--- src/snrl_pkg.sv ---
`default_nettype none
package snrl_pkg;

  typedef logic [1:0] opcode_t;
  typedef logic [1:0] cfg_index_t;

  localparam opcode_t OP_LOAD    = 2'd0;
  localparam opcode_t OP_COMPUTE = 2'd1;
  localparam opcode_t OP_LEARN   = 2'd2;

  localparam cfg_index_t CFG_THRESHOLD = 2'd0;
  localparam cfg_index_t CFG_DISCOUNT  = 2'd1;
  localparam cfg_index_t CFG_RATE      = 2'd2;

  localparam logic signed [19:0] THRESHOLD_RST = 20'sd256;
  localparam logic [15:0]        DISCOUNT_RST  = 16'd58982;
  localparam logic [15:0]        RATE_RST      = 16'd655;

  localparam int DIV_NW = 32;
  localparam int DIV_DW = 16;

  typedef struct packed {
    logic busy;
    logic done;
  } div_stat_t;

endpackage
`default_nettype wire

--- src/snrl_div.sv ---
`default_nettype none
module snrl_div (
  input  wire logic                          clk_i,
  input  wire logic                          rst_ni,
  input  wire logic                          start_i,
  input  wire logic [snrl_pkg::DIV_NW-1:0]   dividend_i,
  input  wire logic [snrl_pkg::DIV_DW-1:0]   divisor_i,
  output snrl_pkg::div_stat_t                stat_o,
  output logic      [snrl_pkg::DIV_NW-1:0]   quot_o
);
  import snrl_pkg::*;

  localparam int CW = $clog2(DIV_NW + 1);

  logic [DIV_DW:0]   rem_q, rem_d, rem_sh;
  logic [DIV_NW-1:0] quot_q, quot_d;
  logic [DIV_DW-1:0] dsr_q, dsr_d;
  logic [CW-1:0]     cnt_q, cnt_d;
  logic              busy_q, busy_d, done_q, done_d;

  // restoring divide, one quotient bit a cycle
  assign rem_sh = {rem_q[DIV_DW-1:0], quot_q[DIV_NW-1]};

  always_comb begin
    rem_d  = rem_q;
    quot_d = quot_q;
    dsr_d  = dsr_q;
    cnt_d  = cnt_q;
    busy_d = busy_q;
    done_d = 1'b0;
    if (start_i) begin
      rem_d  = '0;
      quot_d = dividend_i;
      dsr_d  = divisor_i;
      cnt_d  = CW'(DIV_NW);
      busy_d = 1'b1;
    end else if (busy_q) begin
      if (rem_sh >= {1'b0, dsr_q}) begin
        rem_d  = rem_sh - {1'b0, dsr_q};
        quot_d = {quot_q[DIV_NW-2:0], 1'b1};
      end else begin
        rem_d  = rem_sh;
        quot_d = {quot_q[DIV_NW-2:0], 1'b0};
      end
      cnt_d = cnt_q - 1'b1;
      if (cnt_q == CW'(1)) begin
        busy_d = 1'b0;
        done_d = 1'b1;
      end
    end
  end

  always_ff @(posedge clk_i or negedge rst_ni) begin
    if (!rst_ni) begin
      busy_q <= 1'b0;
      done_q <= 1'b0;
      cnt_q  <= '0;
    end else begin
      busy_q <= busy_d;
      done_q <= done_d;
      cnt_q  <= cnt_d;
    end
  end

  always_ff @(posedge clk_i) begin
    rem_q  <= rem_d;
    quot_q <= quot_d;
    dsr_q  <= dsr_d;
  end

  assign stat_o.busy = busy_q;
  assign stat_o.done = done_q;
  assign quot_o      = quot_q;

  assert property (@(posedge clk_i) disable iff (!rst_ni) start_i |-> !busy_q)
    else $error("divider started while busy");
  assert property (@(posedge clk_i) disable iff (!rst_ni) done_q |-> !busy_q)
    else $error("divider done while still busy");
  assert property (@(posedge clk_i) disable iff (!rst_ni)
                   (busy_q && !start_i && cnt_q == CW'(1)) |=> done_q)
    else $error("divider missed its done pulse");
endmodule
`default_nettype wire

--- config.mk ---
export PLATFORM = sky130hd
export DESIGN_NAME = snrl_div
export DESIGN_NICKNAME = d
export VERILOG_FILES = /design/src/snrl_pkg.sv /design/src/snrl_div.sv
export SDC_FILE = /design/constraint.sdc
export NUM_CORES = 1
export LEC_CHECK = 0
export BUFFER_PORTS_ARGS = -buffer_cell sky130_fd_sc_hd__buf_2
export CAP_MARGIN = 10
export CORE_MARGIN = 2
export CORE_UTILIZATION = 45
export CTS_CLUSTER_SIZE = 30
export DETAILED_ROUTE_END_ITERATION = 10
export PLACE_DENSITY = 0.68
export SLEW_MARGIN = 20
export SYNTH_ARGS = -nofsm -noshare
export SYNTH_HDL_FRONTEND = slang
export SYNTH_SLANG_ARGS = --single-unit
--- constraint.sdc ---
create_clock -name clk_i -period 6.3 [get_ports clk_i]
set_clock_uncertainty 0.1 [all_clocks]
set_input_delay 0 -clock clk_i [delete_from_list [all_inputs] [get_ports clk_i]]
set_output_delay 0 -clock clk_i [all_outputs]
set_load 0.01 [all_outputs]
After elaboration in Yosys (flattened, before gate mapping)
Index checks and enable logic that the tools add are counted.
Storage, ports and cells
  register bits: 72
  bits of input ports: 51
  output and inout bits: 34
  logic and storage cells: 23
Operators by class
  add/subtract/negate cells: 2
  order comparisons: 1
  equality and inequality tests: 1
  multiplexer cells: 12
  reductions and logical operators: 1
Operators by type and width (number)
  32-bit two-way mux: 2
  17-bit by 16-bit greater-or-equal comparator with 1-bit output: 1
  16-bit two-way mux: 1
  16-bit subtractor: 1
  6-bit two-way mux: 2
  1-bit two-way mux: 7
  6-bit by 1-bit == test with 1-bit output, second input constant: 1
  6-bit by 1-bit subtractor with 6-bit output, second input constant: 1
  2-bit nonzero test: 1

Logic depth before layout (Yosys ltp)
Gate-level depths: netlist of run 1.
  depth after elaboration: 4
  depth in mapped cells: 11
  mapped depth without buffers: 10

Worst setup path before layout of run 1
No wires, ideal clock.
  path type: flip-flop to flip-flop
  from: register quot_q[31], in the netlist quot_o[31]
  to: register rem_q[14]
  library setup time: 0.092 ns
  arrival time: 2.270 ns
  required time: 6.108 ns
  slack: 3.839 ns
  cell stages (with the launch flop): 11
  buffers on the path: 0
  period minus slack after synthesis: 2.461 ns
  cells stage by stage: edfxtp_1 > inv_1 > ha_1 > fa_1 > nor2b_1 > o31ai_1 > a21oi_1 > a31oi_1 > or3b_1 > and4_1 > nor4_1
On the way
  cells in the longest elaborated chain, start to end: 2
  elaborated cells between the ends (all ways): 3
  those cells by class: add/sub (1); order compare (1); mux (1)
Ends and longest elaborated chain
  start: declaration: line snrl_div.sv:16  | logic [DIV_NW-1:0] quot_q, quot_d;
  start signal: assignment: line snrl_div.sv:67  | quot_q <= quot_d;
  16-bit subtractor or 17-bit by 16-bit greater-or-equal comparator with 1-bit output (tied branches): line snrl_div.sv:39, snrl_div.sv:38
  16-bit two-way mux (*): line snrl_div.sv:38  | if (rem_sh >= {1'b0, dsr_q}) begin
  end signal: assignment: line snrl_div.sv:66  | rem_q <= rem_d;
  end: declaration: line snrl_div.sv:15  | logic [DIV_DW:0] rem_q, rem_d, rem_sh;
Mark *: on every way between the ends. The rest lies on a longest branch, timed or not.
A chain may end at the register's enable or synchronous reset.

Worst setup path in the final report of run 1
Same ends and word-level chain as after synthesis.

==> results.toml, run 1 <==
[clock_tree]
worstSkewPairLatency_ns = 0.35
postCtsSetupRepairBufs = 0
clockRootBuffer = "clkbuf_8"
path_clk_slew_ns = 0.08
numCtsBuffers = 9
cts_buffer_depth = 2
htree_levels = 3
cts.sinks = 72
cts_tree = "built"

[place]
pre_cts_slack_ns = 3.65
io_buffers = 84
globalplace.congestion = 0.873
dpl-instance-area_mm2 = 0.00435
hpwl_um = 5160
dpl.cell_count = 508

[drt]
via_count = 2896
routed_wl_um = 8110
drtIter0Drc = 160
wl_per_cell_um = 14.1
drt-pass1-iter-count = 4
drc_errors = 0
antenna_left = 0
viasPerCell = 5.05

[floorplanning]
chipWidth_um = 96.5
rows = 33
die-area_mm2 = 0.00932
die_h_um = 96.5
initial_core_util_pct = 46.7
ios = 85
core_area_mm2 = 0.00826

[layout]
nFillCells = 697
post-route-cell-area_mm2 = 0.00503
area_delta_synth_final_pct = 30.7
nets = 534
multiInputGateArea_mm2 = 0.00172
drive_gt1_share_pct = 30.9
fin_util_pct = 61.0
final_cells = 574
antennaDiodeCount = 0
seq_area_mm2 = 0.00196

[pwr]
p_sw_share_pct = 32.0
seqPwrFrac_pct = 46.3
p_comb_share_pct = 28.3
p_total_mw = 1.35
powerDensity_mw_per_mm2 = 268
p_clk_share_pct = 25.4
p_leak_nw = 2.18
p_sw_mw = 0.432
p_int_mw = 0.918
irDropWorstVdd_v = 0.000136

[critical_path]
path_class = "flop to flop"
cp_max_fo = 3
crit_required_ns = 6.46
cp.arrival_ns = 2.84
endpoint_kind = "flop"
critPathLaunchType = "flop"
reg2reg_from = "quot_o[31]$_DFFE_PP_"
critPathLaunch = "quot_o[31]$_DFFE_PP_"

[logic_synthesis]
ys_top_cells_by_area = "edfxtp_1 (37%), mux2_2 (9.6%), dfxtp_1 (8.3%)"
synth_top_cell_by_area = "edfxtp_1"
synth-seq-cells = 72
synth_cell_types = 57
async_reset_ff_share_pct = 11.1
synthFlopType = "edfxtp_1"
synth_most_common_cell = "edfxtp_1"
yosys_warnings = 0
synth_top_area_share_pct = 37.4
syn_inst = 331
syn_area_mm2 = 0.00385
synth-edff-count = 48
synth_area_per_cell_um2 = 11.6
ys_seq_area_share_pct = 50.9
synth_common_cells = "edfxtp_1 (48), mux2_2 (33), nor2_1 (32)"
syn-num-nets = 401

[min_path]
hp-start = "start_i"
hold_class = "input pin to flop"

[global_route]
grt_usage_pct = 18.9
use_met2_pct = 31.3
grt_pass1_vias = 2880
gr-total-overflow = 0
met3_usage_pct = 4.73
antenna_found_initial = 0
grt_pass1_wl_um = 13500
top_usage_layer = "met2"
grt_max_degree = 47
use_met1_pct = 24.0

[flow_run]
max_cap_viol_count = 0

[timing]
setup_viol = 0
fmax_ghz = 0.373
setup_slack_ns = 3.62
hold_viol_final = 0
fin_setup_tns_ns = 0
rsz0062_at_grt = "no"
finalCritPeriodShare_pct = 42.5
slew_viol_final = 0
holdWs_ns = 0.111
fin_crit_ns = 2.68
worst_pin_slew_ns = 0.647
relSlewSlack_pct = 56.9

[status]
outcome = "finished, final reports clean"
## logic make-up (layout without fill, tap and decap cells)
logic type      after synthesis  in the layout  share of synthesized area, %
simple gates                 82             82                          11.0
mux                          44             44                          12.6
xor+xnor                     13             13                          2.96
fa+ha+maj                    19             19                          6.37
flops                        72             72                          50.9
compound gates               63             63                          11.7
buf+inv                      38            176                          4.35
## worst max-delay path, cell delays in order, from the launching register on
cell and delay [ns]:
edfxtp_1 0.35, inv_1 0.06, ha_1 0.23, fa_1 0.41, nor2b_1 0.17, o31ai_1 0.13
a21oi_1 0.29, a31oi_1 0.15, or3b_1 0.35, and4_1 0.19, nor4_1 0.15
## placed cells by master (no fill, tap or decap), drive strengths merged, types with 3 or more instances in the layout
cell,netlist,final
nor3,7,7
nand2b,4,4
inv,22,25
buf,8,88
a21o,6,6
ha,18,18
a31oi,5,5
nor3b,3,3
a211oi,14,14
edfxtp,48,48
xor2,4,4
o21ai,6,6
and2,4,4
dfxtp,16,16
dfrtp,8,8
and4,3,3
xnor2,9,9
mux2,34,34
and3,5,5
mux2i,10,10
nand2,12,12
a21oi,15,15
clkbuf,8,9
dlygate4sd3,0,50
nor2,32,32
## power by group through the flow
stage | Sequential (mW) | Clock, mW | Combinational, mW
2_1_floorplan | 0.644 | 0 | 0.247
3_3_place_gp | 0.632 | 0 | 0.349
3_5_place_dp | 0.634 | 0 | 0.355
4_1_cts | 0.626 | 0.358 | 0.381
5_1_grt | 0.636 | 0.371 | 0.427
6_report | 0.625 | 0.343 | 0.382
## metal layers
layer	routed length, um	part of all wire [%]
met1	3700	46
met2	3990	49
met3	279	3.4
met4	141	1.7
met5	0	0
## registers in the layout (all words and copies together), names as in the netlist
register / flops
busy_q: 1
quot_o: 32
cnt_q: 6
done_q: 1
rem_q: 16
dsr_q: 16
## worst paths after layout
| kind | endpoint | cells after the start | slack (ns) |
|---|---|---|---|
| max in group asynchronous | busy_q$_DFF_PN0_ | 3 | 5.33 |
| min reg2reg | rem_q[3]$_SDFFE_PP0P_ | 2 | 0.41 |
| max | rem_q[14]$_SDFFE_PP0P_ | 10 | 3.62 |
| min | dsr_q[9]$_DFFE_PP_ | 1 | 0.11 |
| min in group asynchronous | cnt_q[5]$_DFFE_PN0P_ | 3 | 0.50 |
| max reg2reg | rem_q[14]$_SDFFE_PP0P_ | 10 | 3.62 |
## layout make-up
cell class | instances | area share, %
Clock buffer | 9 | 2.46
Tap cell | 105 | 2.61
Clock inverter | 7 | 1.22
Multi-Input combinational cell | 221 | 34.2
Sequential cell | 72 | 39.0
Timing Repair Buffer | 138 | 18.9
Inverter | 22 | 1.64
## repair_timing
action | in CTS | in global routing
hold buffers | 50 | 0
gates resized for setup | 0 | 0
setup endpoints to repair | 0 | 0
hold endpoints to repair | 56 | 0
Note: power is estimated with default switching activity, not from simulation.
==> inputs of run 2 (changes only) <==
--- a/config.mk
+++ b/config.mk
@@ -11,7 +11,7 @@
 export CORE_UTILIZATION = 45
 export CTS_CLUSTER_SIZE = 30
 export DETAILED_ROUTE_END_ITERATION = 10
-export PLACE_DENSITY = 0.68
+export PLACE_DENSITY = 0.71
 export SLEW_MARGIN = 20
 export SYNTH_ARGS = -nofsm -noshare
 export SYNTH_HDL_FRONTEND = slang
==> constraint.sdc (replaced) <==
create_clock -name clk_i -period 2.3 [get_ports clk_i]
set_clock_uncertainty 0.1 [all_clocks]
set_input_delay 0 -clock clk_i [delete_from_list [all_inputs] [get_ports clk_i]]
set_output_delay 0 -clock clk_i [all_outputs]
set_load 0.01 [all_outputs]
==> run 2 against run 1 <==
Net effect:
- largest cell class unchanged
- highest routed layer unchanged
- design area increased by 11%
- register-to-register slack got worse by 3.7 ns
- combinational power rose to 3.5 times the previous value
- sequential cell count unchanged
- the run now ends with negative setup slack left
- sequential power rose to 2.8 times the previous value
- worst hold slack better by 0.14 ns
- maximum frequency rose by 12%
- clock power rose to 3.4 times the previous value
- critical path depth is 1 lower
- count of clock-buffer cells in the layout unchanged
- sequential share of layout area decreased by 3.9 points
==> results.toml, run 2 (synthesis results as in run 1) <==
[clock_tree]
htree_levels = 3
cts_buffer_depth = 2
numCtsBuffers = 9
path_clk_slew_ns = 0.08
cts.sinks = 72
worstSkewPairLatency_ns = 0.36
clockRootBuffer = "clkbuf_8"
cts_tree = "built"

[drt]
routed_wl_um = 9180
antenna_left = 0
drt-pass1-iter-count = 4
via_count = 3135
drc_errors = 0
wl_per_cell_um = 14.9
drtIter0Drc = 163
viasPerCell = 5.11

[critical_path]
critPathSlowestCell = "edfxtp_1"
endpoint_kind = "flop"
reg2reg_from = "dsr_q[0]$_DFFE_PP_"
critPathLaunch = "dsr_q[0]$_DFFE_PP_"
path_cells = "ha_4 > fa_2 > nor2b_4 > o31ai_4 > a21oi_2 > a31oi_1 > or3b_1 > and4_1 > nor4_1"
slowest_delay_ns = 0.43
path_class = "flop to flop"
cp_max_fo = 3
cp.arrival_ns = 2.55
crit_required_ns = 2.47
crit_family = "simple AND/OR/NAND/NOR gates"
critPathLaunchType = "flop"
worst-path-buf-inv = 0

[pwr]
powerDensity_mw_per_mm2 = 752
p_leak_nw = 2.42
p_total_mw = 4.21
irDropWorstVdd_v = 0.000385

[global_route]
grt_pass1_vias = 3220
grt_pass1_wl_um = 14800
antenna_found_initial = 0
grt_max_degree = 38
grt_usage_pct = 20.7
gr-total-overflow = 0

[timing]
hold_viol_final = 0
finalCritPeriodShare_pct = 104
worst_pin_slew_ns = 0.598
setup_slack_ns = -0.0857
holdWs_ns = 0.248
fmax_ghz = 0.419
relSlewSlack_pct = 59.6
setup_viol = 3
fin_crit_ns = 2.39
rsz0062_at_grt = "yes"
slew_viol_final = 0

[layout]
nets = 574
area_delta_synth_final_pct = 45.4
seq_area_mm2 = 0.00196
multiInputGateArea_mm2 = 0.00193
antennaDiodeCount = 0
nFillCells = 631
final_common_cell = "buf_2"
drive_gt1_share_pct = 41.7
largest_register_ffs = 32
final_cell_mix = "buf_2 (84), dlygate4sd3_1 (51), edfxtp_1 (48)"

[floorplanning]
ios = 85
die_h_um = 96.5
chipWidth_um = 96.5
initial_core_util_pct = 46.7
rows = 33
die-area_mm2 = 0.00932
core_area_mm2 = 0.00826

[status]
violations = "negative setup slack"
outcome = "finished, violations left"

[place]
hpwl_um = 5990
globalplace.congestion = 0.878
io_buffers = 84
pre_cts_slack_ns = -0.0855

[flow_run]
max_cap_viol_count = 0

[min_path]
hold_class = "input pin to flop"
hp-start = "divisor_i[5]"
run 2: layer usage:
metal / track usage [%] / share of wire (%) / up-vias
met1: 24.9 / 44 / 1491
met3: 4.65 / 3.1 / 14
met2: 35.9 / 52 / 59
li1: - / - / 1571
met5: 0 / 0 / -
met4: 8.10 / 1.6 / 0
run 2: worst reg2reg max path: stages (launching register included):
cell	delay (ns)
edfxtp_1	0.43
ha_4	0.19
fa_2	0.36
nor2b_4	0.16
o31ai_4	0.08
a21oi_2	0.19
a31oi_1	0.11
or3b_1	0.35
and4_1	0.19
nor4_1	0.15
run 2: stage by stage:
stage                     util (%)  area [um2]  std cells  setup TNS (ns)
after floorplan                  -        3910        331         -0.0211
after CTS                     65.6        5410        609         -0.0626
after global routing          67.8        5600        614           -1.29
after global placement        56.3        4650        540               0
final                         67.8        5600        614          -0.148
after detailed placement      56.3        4650        540          -0.174
run 2: area by class of cell:
type                            instances  share of cell area [%]
Timing Repair Buffer                  178                    22.7
Multi-Input combinational cell        221                    34.4
Sequential cell                        72                    35.0
Clock inverter                          7                    1.81
Clock buffer                            9                    2.21
Inverter                               22                    1.47
Tap cell                              105                    2.35
run 2: timing repair:
action | CTS | global route
resized for setup | 4 | 27
hold buffers | 51 | 0
hold endpoints to repair | 62 | 0
pin swaps | 2 | 19
setup endpoints to repair | 11 | 16
gates cloned | 0 | 1
setup buffers | 2 | 5
run 2: where the power goes:
| part | switching [mW] | internal [mW] |
|---|---|---|
| clock | 0.529 | 0.622 |
| sequential | 0.135 | 1.59 |
| combinational | 0.642 | 0.694 |
run 2: final timing paths:
kind                                                to  slack [ns]  depth (start not counted)
worst max-delay path            rem_q[14]$_SDFFE_PP0P_       -0.09                          9
worst min-delay path                dsr_q[5]$_DFFE_PP_        0.25                          2
worst max register to register  rem_q[14]$_SDFFE_PP0P_       -0.09                          9
worst min register to register  rem_q[14]$_SDFFE_PP0P_        0.42                          2
max in group asynchronous         cnt_q[4]$_DFFE_PN0P_        1.34                          3
min in group asynchronous         cnt_q[5]$_DFFE_PN0P_        0.50                          3
